$ cat config.mk
export PLATFORM = sky130hd
export DESIGN_NAME = mcca_ctrl
export DESIGN_NICKNAME = d
export VERILOG_FILES = /design/src/hw/rtl/mcca_pkg.sv /design/src/hw/rtl/mcca_ctrl.sv
export SDC_FILE = /design/constraint.sdc
export NUM_CORES = 1
export LEC_CHECK = 0
export BUFFER_PORTS_ARGS = -buffer_cell sky130_fd_sc_hd__buf_2
export CORE_MARGIN = 3
export CORE_UTILIZATION = 40
export DETAILED_ROUTE_END_ITERATION = 16
export PLACE_DENSITY_LB_ADDON = 0.08
export SLEW_MARGIN = 10
export SYNTH_ARGS = -nofsm -noshare
export SYNTH_HDL_FRONTEND = slang
export SYNTH_SLANG_ARGS = --single-unit
$ cat constraint.sdc
create_clock -name i_clk -period 4 [get_ports i_clk]
set_input_delay 0.8 -clock i_clk [delete_from_list [all_inputs] [get_ports i_clk]]
set_output_delay 0.8 -clock i_clk [all_outputs]
set_load 0.02 [all_outputs]
$ cat src/hw/rtl/mcca_pkg.sv
// Shared types and constants for the Monte Carlo covariance accumulator.
// Used by mcca_ctrl, mcca_datapath and the core top level; no dependencies.
package mcca_pkg;

    localparam logic [1:0] CMD_NOM   = 2'd0;
    localparam logic [1:0] CMD_SHIFT = 2'd1;
    localparam logic [1:0] CMD_READ  = 2'd2;

    localparam logic KIND_READ = 1'b0;
    localparam logic KIND_DONE = 1'b1;

    localparam logic [32:0] EPS_Q16   = 33'd655;
    localparam logic [57:0] ONE_Q24   = 58'd16777216;
    localparam logic [31:0] SHIFT_MAX = 32'h7FFF_FFFF;
    localparam logic [31:0] INV_RESET = 32'd42950;

    localparam logic [5:0] DIV_STEPS = 6'd57;
    localparam logic [5:0] DRAIN_CYC = 6'd5;

    typedef struct packed {
        logic nom_wr;
        logic nom_rd;
        logic cov_rd;
        logic div_init;
        logic div_step;
        logic shift_wr;
        logic si_load;
        logic acc_issue;
        logic clr_issue;
        logic out_read;
        logic out_done;
    } t_dp_cmd;

    typedef struct packed {
        logic out_busy;
        logic last;
    } t_dp_sts;

endpackage

$ cat src/hw/rtl/mcca_ctrl.sv
// Controller for the covariance accumulator: clearing sweep, command decode,
// divider sequencing and the row/column accumulation sweep. Uses mcca_pkg.
module mcca_ctrl import mcca_pkg::*; #(
    parameter int NUM_BINS = 64,
    parameter int IDX_W    = 6
) (
    input  logic             i_clk,
    input  logic             i_rst_n,
    input  logic             i_in_valid,
    input  logic [1:0]       i_in_cmd,
    input  t_dp_sts          i_sts,
    output logic             o_in_ready,
    output t_dp_cmd          o_cmd,
    output logic [IDX_W-1:0] o_i,
    output logic [IDX_W-1:0] o_j
);

    localparam logic [3:0] ST_CLEAR    = 4'd0;
    localparam logic [3:0] ST_IDLE     = 4'd1;
    localparam logic [3:0] ST_DIV_INIT = 4'd2;
    localparam logic [3:0] ST_DIV      = 4'd3;
    localparam logic [3:0] ST_DIV_END  = 4'd4;
    localparam logic [3:0] ST_ROW      = 4'd5;
    localparam logic [3:0] ST_RUN      = 4'd6;
    localparam logic [3:0] ST_DRAIN    = 4'd7;
    localparam logic [3:0] ST_DONE     = 4'd8;
    localparam logic [3:0] ST_RD       = 4'd9;

    localparam logic [IDX_W-1:0] LAST_IDX = IDX_W'(NUM_BINS - 1);

    logic [3:0]       r_state, n_state;
    logic [IDX_W-1:0] r_i, n_i;
    logic [IDX_W-1:0] r_j, n_j;
    logic [5:0]       r_cnt, n_cnt;
    logic             w_accept;

    assign o_in_ready = (r_state == ST_IDLE);
    assign w_accept   = i_in_valid && o_in_ready;
    assign o_i        = r_i;
    assign o_j        = r_j;

    always_comb begin
        n_state = r_state;
        n_i     = r_i;
        n_j     = r_j;
        n_cnt   = r_cnt;
        o_cmd   = '0;
        unique case (r_state)
            ST_CLEAR: begin
                o_cmd.clr_issue = 1'b1;
                if (r_j == LAST_IDX) begin
                    n_j = '0;
                    if (r_i == LAST_IDX) begin
                        n_i     = '0;
                        n_state = ST_IDLE;
                    end else begin
                        n_i = r_i + 1'b1;
                    end
                end else begin
                    n_j = r_j + 1'b1;
                end
            end
            ST_IDLE: begin
                if (w_accept) begin
                    case (i_in_cmd)
                        CMD_NOM: o_cmd.nom_wr = 1'b1;
                        CMD_SHIFT: begin
                            o_cmd.nom_rd = 1'b1;
                            n_state      = ST_DIV_INIT;
                        end
                        CMD_READ: begin
                            o_cmd.cov_rd = 1'b1;
                            n_state      = ST_RD;
                        end
                        default: n_state = ST_IDLE;
                    endcase
                end
            end
            ST_DIV_INIT: begin
                o_cmd.div_init = 1'b1;
                n_cnt          = '0;
                n_state        = ST_DIV;
            end
            ST_DIV: begin
                o_cmd.div_step = 1'b1;
                n_cnt          = r_cnt + 1'b1;
                if (r_cnt == DIV_STEPS - 1'b1) begin
                    n_state = ST_DIV_END;
                end
            end
            ST_DIV_END: begin
                o_cmd.shift_wr = 1'b1;
                n_i            = '0;
                n_j            = '0;
                n_state        = i_sts.last ? ST_ROW : ST_IDLE;
            end
            ST_ROW: begin
                o_cmd.si_load = 1'b1;
                n_j           = '0;
                n_state       = ST_RUN;
            end
            ST_RUN: begin
                o_cmd.acc_issue = 1'b1;
                if (r_j == LAST_IDX) begin
                    n_j = '0;
                    if (r_i == LAST_IDX) begin
                        n_i     = '0;
                        n_cnt   = '0;
                        n_state = ST_DRAIN;
                    end else begin
                        n_i     = r_i + 1'b1;
                        n_state = ST_ROW;
                    end
                end else begin
                    n_j = r_j + 1'b1;
                end
            end
            ST_DRAIN: begin
                n_cnt = r_cnt + 1'b1;
                if (r_cnt == DRAIN_CYC - 1'b1) begin
                    n_state = ST_DONE;
                end
            end
            ST_DONE: begin
                if (!i_sts.out_busy) begin
                    o_cmd.out_done = 1'b1;
                    n_state        = ST_IDLE;
                end
            end
            ST_RD: begin
                if (!i_sts.out_busy) begin
                    o_cmd.out_read = 1'b1;
                    n_state        = ST_IDLE;
                end
            end
            default: n_state = ST_IDLE;
        endcase
    end

    always_ff @(posedge i_clk) begin
        if (!i_rst_n) begin
            r_state <= ST_CLEAR;
            r_i     <= '0;
            r_j     <= '0;
            r_cnt   <= '0;
        end else begin
            r_state <= n_state;
            r_i     <= n_i;
            r_j     <= n_j;
            r_cnt   <= n_cnt;
        end
    end

    a_issue_excl: assert property (@(posedge i_clk) disable iff (!i_rst_n)
        !(o_cmd.acc_issue && o_cmd.clr_issue))
        else $error("accumulate and clear issued together");

    a_out_free: assert property (@(posedge i_clk) disable iff (!i_rst_n)
        (o_cmd.out_read || o_cmd.out_done) |-> !i_sts.out_busy)
        else $error("result loaded into busy output register");

    a_div_order: assert property (@(posedge i_clk) disable iff (!i_rst_n)
        (r_state == ST_DIV_END) |-> ($past(r_state) == ST_DIV))
        else $error("shift written without full division");

endmodule

# Word-level counts from Yosys, hierarchy flattened
# Cells that the tools add are included.
[totals]
register_bits = 22
out_inout_bits = 24
elab_cells = 78
[op_classes]
n_eq_ne = 25
add_sub_neg = 3
mux = 33
reduce_logical = 13
[ops]
columns = ["op", "n"]
rows = [
  ["4-bit case mux with 9 select lines", 1],
  ["6-bit 2-to-1 mux", 5],
  ["4-bit 2-to-1 mux", 7],
  ["6-bit case mux with 2 select lines", 2],
  ["6-bit by 1-bit adder with 6-bit output (second input constant)", 3],
  ["6-bit == test (second input constant)", 3],
  ["6-bit case mux with 3 select lines", 1],
  ["4-bit by 3-bit == test with 1-bit output (second input constant)", 4],
  ["2-bit inequality test (second input constant)", 8],
  ["1-bit 2-to-1 mux", 12],
  ["4-bit case mux with 3 select lines", 1],
  ["3-bit 2-to-1 mux", 3],
  ["4-bit by 2-bit == test with 1-bit output (second input constant)", 2],
  ["4-bit == test (second input constant)", 2],
  ["8-bit AND reduction", 1],
  ["2-bit OR reduction", 4],
  ["6-bit by 3-bit == test with 1-bit output (second input constant)", 1],
  ["4-bit by 1-bit == test with 1-bit output (second input constant)", 1],
  ["4-bit logical NOT", 1],
  ["2-bit by 1-bit inequality test with 1-bit output (second input constant)", 2],
  ["2-bit nonzero test", 2],
  ["3-bit AND reduction", 1],
  ["3-bit nonzero test", 1],
  ["2-bit by 1-bit == test with 1-bit output (second input constant)", 1],
  ["other kinds (5)", 5],
]

# Longest topological paths before layout
[depth]
depth_word = 4
depth_mapped = 7
depth_no_buf = 7

# Worst setup path before layout
# OpenSTA, ideal clock, no wires.
[synth_timing]
kind = "register to output"
from = "register r_state[3]"
to = "output o_cmd[9] (netlist bit)"
arrival_time_ns = 1.821
required_ns = 3.200
path_stages_with_launch = 6
path_buffers = 1
path_slack_ns = 1.379
cell_sequence = "dfxtp_1 -> buf_4 -> nand2b_2 -> nor2_1 -> nand2_1 -> nor3b_1"
[synth_lines]
columns = ["item", "line", "rtl"]
rows = [
  ["start: declaration", "mcca_ctrl.sv:31", "logic [3:0] r_state, n_state;"],
  ["start signal: assignment", "mcca_ctrl.sv:147", "r_state <= n_state;"],
  ["end: declaration", "mcca_ctrl.sv:13", "output t_dp_cmd o_cmd,"],
]

==> summary.txt <==
outcome - finished clean
EDFF count, synth - 0
source of the worst register-to-register timing path - o_j[0]
average cell area after synthesis - 7.83 um2
Num Clock Sinks - 22
# Post-CTS Setup Buffers - 0
DR iter-0 viols - 65
total placed cells including tap cells - 246
critical register-to-register path endpoint - r_cnt[1]
mapped cell area - 1420 um2
post-DR wirelength/cell - 13.9 um
source-to-sink clock delay at the later pin of the worst-skew pair - 0.31 ns
PwrDens - 639 nW/um2
filler cell count in the final layout - 344
number of buffers added on ports - 30
I/O pin count - 31
worst r2r path cells - 6
main combinational cell family by area after synthesis - simple AND/OR/NAND/NOR gates
clock tree from TritonCTS - built
crit-path cells - nand2b_2 -> nor2_1 -> nand2_1 -> nor3b_1 -> buf_2
length of the first detailed-routing pass in iterations - 4
post-detail-place hpwl - 2680 um
largest net degree at the start of global routing - 18
Synth Area in Simple Gates - 28.0%
Synthesized Nets - 192
overall die area - 4290 um2
Critical Path Slowest Stage Cell - sky130_fd_sc_hd__dfxtp_1
warnings from Yosys - 0
total power - 1040 uW
post-CTS resize count - 0
total clock buffers created by CTS - 3
wirelength, routed - 3490 um
cell at the root of the clock tree - sky130_fd_sc_hd__clkbuf_4
Max Clock Skew - 0.00129 ns
Final ANT Viol Nets - 0
worst hold slack across all endpoints - 0.506 ns
number of diodes added for antenna fixing - 0
Tightest Pin Transition - 0.562 ns
pins over their slew limit - 0
Synth async-reset ratio - 0%
kind of cell adding the most delay to the critical path - simple AND/OR/NAND/NOR gates
Total GRT Usage - 18.0%
start-to-end type of the worst setup path - reg2out
number of storage elements in the synthesis netlist - 22
initial antenna violation count - 0
H-Tree Depth - 1
initial core utilization - 44.3%
Primary FF master, synth - sky130_fd_sc_hd__dfxtp_1
number of maximum-capacitance constraint violations - 0
post-route worst setup slack - 1.22 ns
share of synthesized area occupied by flip-flops and latches - 31.1%
number of unique standard cell types used by synthesis - 49
static leakage - 0.000643 uW
Peak VDD IR - 0.462 mV
start point of the worst hold path - r_cnt[5]
DRC viols - 0
buffer levels on the longest clock path - 2
final cell count without fillers - 250
crit path capture type - output pin
total area of multi-input combinational cells - 892 um2
xor/xnor share of the synthesized area - 3.71%
Register Area - 440 um2
fraction of the cycle the final worst path needs - 69.6%
endpoint required time on the critical path - 3.20 ns
class of the tightest hold or removal check - reg2reg
RSZ-0062 raised after global routing - false
cells after synthesis - 181
wire length of the first global-routing pass - 6200 um
ratio of routed vias to standard cells - 5.61
total number of vias - 1403
maximum fanout along the worst path - 17
number of global-route vias before repair - 1341
Hold Path Depth - 1
final number of setup-violating endpoints - 0
Total Negative Setup Slacks - 0 ns
delay of the slowest critical-path stage - 0.68 ns
peak clock frequency supported by timing - 0.359 GHz
mux cell area share after synthesis - 3.00%
critical path startpoint category - flip-flop
# hold bufs at CTS - 0
Synth-to-Final Area Change - 14.6%
worst slew margin relative to its limit - 62.5%
die width - 65.5 um
Setup Slack @ Placement - 1.57 ns
adder and majority gate portion of the synthesized area - 4.94%
final weighted congestion of routability-driven global placement - 0.854
clock input transition at the sequential cells of the worst setup and hold paths - 0.13 ns
endpoint of the worst hold path - r_cnt[5]
total congestion overflow - 0
die outline height - 65.5 um
count of endpoints failing hold in the final timing report - 0
share of layout cells above drive strength 1 - 22.3%
Worst EP arrival - 1.98 ns
core region area - 3200 um2
number of nets in the layout - 218
shortest period the worst path allows - 2.78 ns
worst-case register-to-register setup slack - 1.70 ns
CP bufs+invs - 1
area fraction in compound gates after synthesis - 23.3%
number of cell rows - 20
## area by class of cell
cell class	count	area share, %
tap	44	3.39
clock buffer	3	1.39
sequential	22	27.1
inverter	9	2.08
multi-input combinational	141	54.9
timing repair buffer	30	9.24
clock inverter	1	1.85
## worst reg2reg max path: stages (launching register included)
cell,delay [ns]
sky130_fd_sc_hd__dfxtp_1,0.44
sky130_fd_sc_hd__ha_1,0.24
sky130_fd_sc_hd__and4_2,0.32
sky130_fd_sc_hd__nand4_1,0.17
sky130_fd_sc_hd__a311oi_2,0.59
sky130_fd_sc_hd__mux2_2,0.40
sky130_fd_sc_hd__nor2_1,0.09
## placed cells by master, fill, tap and decap left out, types with 4 or more instances in the layout
cell type and count:
sky130_fd_sc_hd__nor3_1 6, sky130_fd_sc_hd__buf_2 30, sky130_fd_sc_hd__a21oi_1 12, sky130_fd_sc_hd__dfxtp_1 22, sky130_fd_sc_hd__xnor2_1 4, sky130_fd_sc_hd__nand2_1 15
sky130_fd_sc_hd__ha_1 4, sky130_fd_sc_hd__nor2_1 26, sky130_fd_sc_hd__nand3_1 10, sky130_fd_sc_hd__a31oi_1 5, sky130_fd_sc_hd__o21ai_0 12, sky130_fd_sc_hd__inv_1 9
## per-stage QoR
stage                     utilization [%]  cell area, um2
after floorplan                         -            1420
after global placement               49.1            1570
after detailed placement             49.1            1570
after CTS                            50.7            1620
after global routing                 50.7            1620
final                                50.7            1620
## logic make-up (layout without fill, tap and decap cells)
logic type                 Yosys count  count (layout)
and+or+nand+nor                     80              80
AOI/OAI and AO/OA                   45              45
DFF                                 22              22
buffers and inverters               18              43
adders and majority gates            6               6
xor gates and xnor gates             6               6
muxes                                4               4
## Yosys cell counts, types with 4 or more instances
cell | instances | area share (%)
sky130_fd_sc_hd__nor2_1 | 26 | 6.9
sky130_fd_sc_hd__dfxtp_1 | 22 | 31
sky130_fd_sc_hd__nand2_1 | 15 | 4.0
sky130_fd_sc_hd__a21oi_1 | 12 | 4.2
sky130_fd_sc_hd__o21ai_0 | 12 | 4.2
sky130_fd_sc_hd__nand3_1 | 10 | 3.5
sky130_fd_sc_hd__inv_1 | 9 | 2.4
sky130_fd_sc_hd__nor3_1 | 6 | 2.1
sky130_fd_sc_hd__a31oi_1 | 5 | 2.2
sky130_fd_sc_hd__clkbuf_1 | 4 | 1.1
sky130_fd_sc_hd__ha_1 | 4 | 3.5
sky130_fd_sc_hd__xnor2_1 | 4 | 2.5
## state kept, by name (all words and copies together), names as in the netlist
register / cells
o_i: 6
o_j: 6
r_cnt: 6
r_state: 4
## power by group
part | leakage, uW | total (uW) | switching (uW) | internal, uW
Sequential | 0.000178 | 323 | 73.2 | 249
Combinational | 0.000437 | 542 | 339 | 203
Clock | 0.0000279 | 173 | 71.8 | 101
Total | 0.000643 | 1040 | 484 | 553
## worst max-delay path by stage
stage,start,cells after the start,end
after floorplan,r_state[3],5,o_cmd[9]
after global placement,r_state[0],5,o_cmd[9]
after detailed placement,r_state[0],5,o_cmd[9]
after CTS,r_state[0],5,o_cmd[9]
after global routing,r_state[0],5,o_cmd[9]
final,r_state[0],5,o_cmd[9]
## routing by layer
metal / up-vias / GRT usage [%] / part of all wire (%)
met5: - / 0 / 0
met4: 0 / 3.37 / 0.57
met3: 2 / 4.44 / 6.5
met2: 45 / 29.0 / 48
met1: 661 / 24.5 / 45
li1: 695 / - / -
Power figures use the tool's default switching activity.
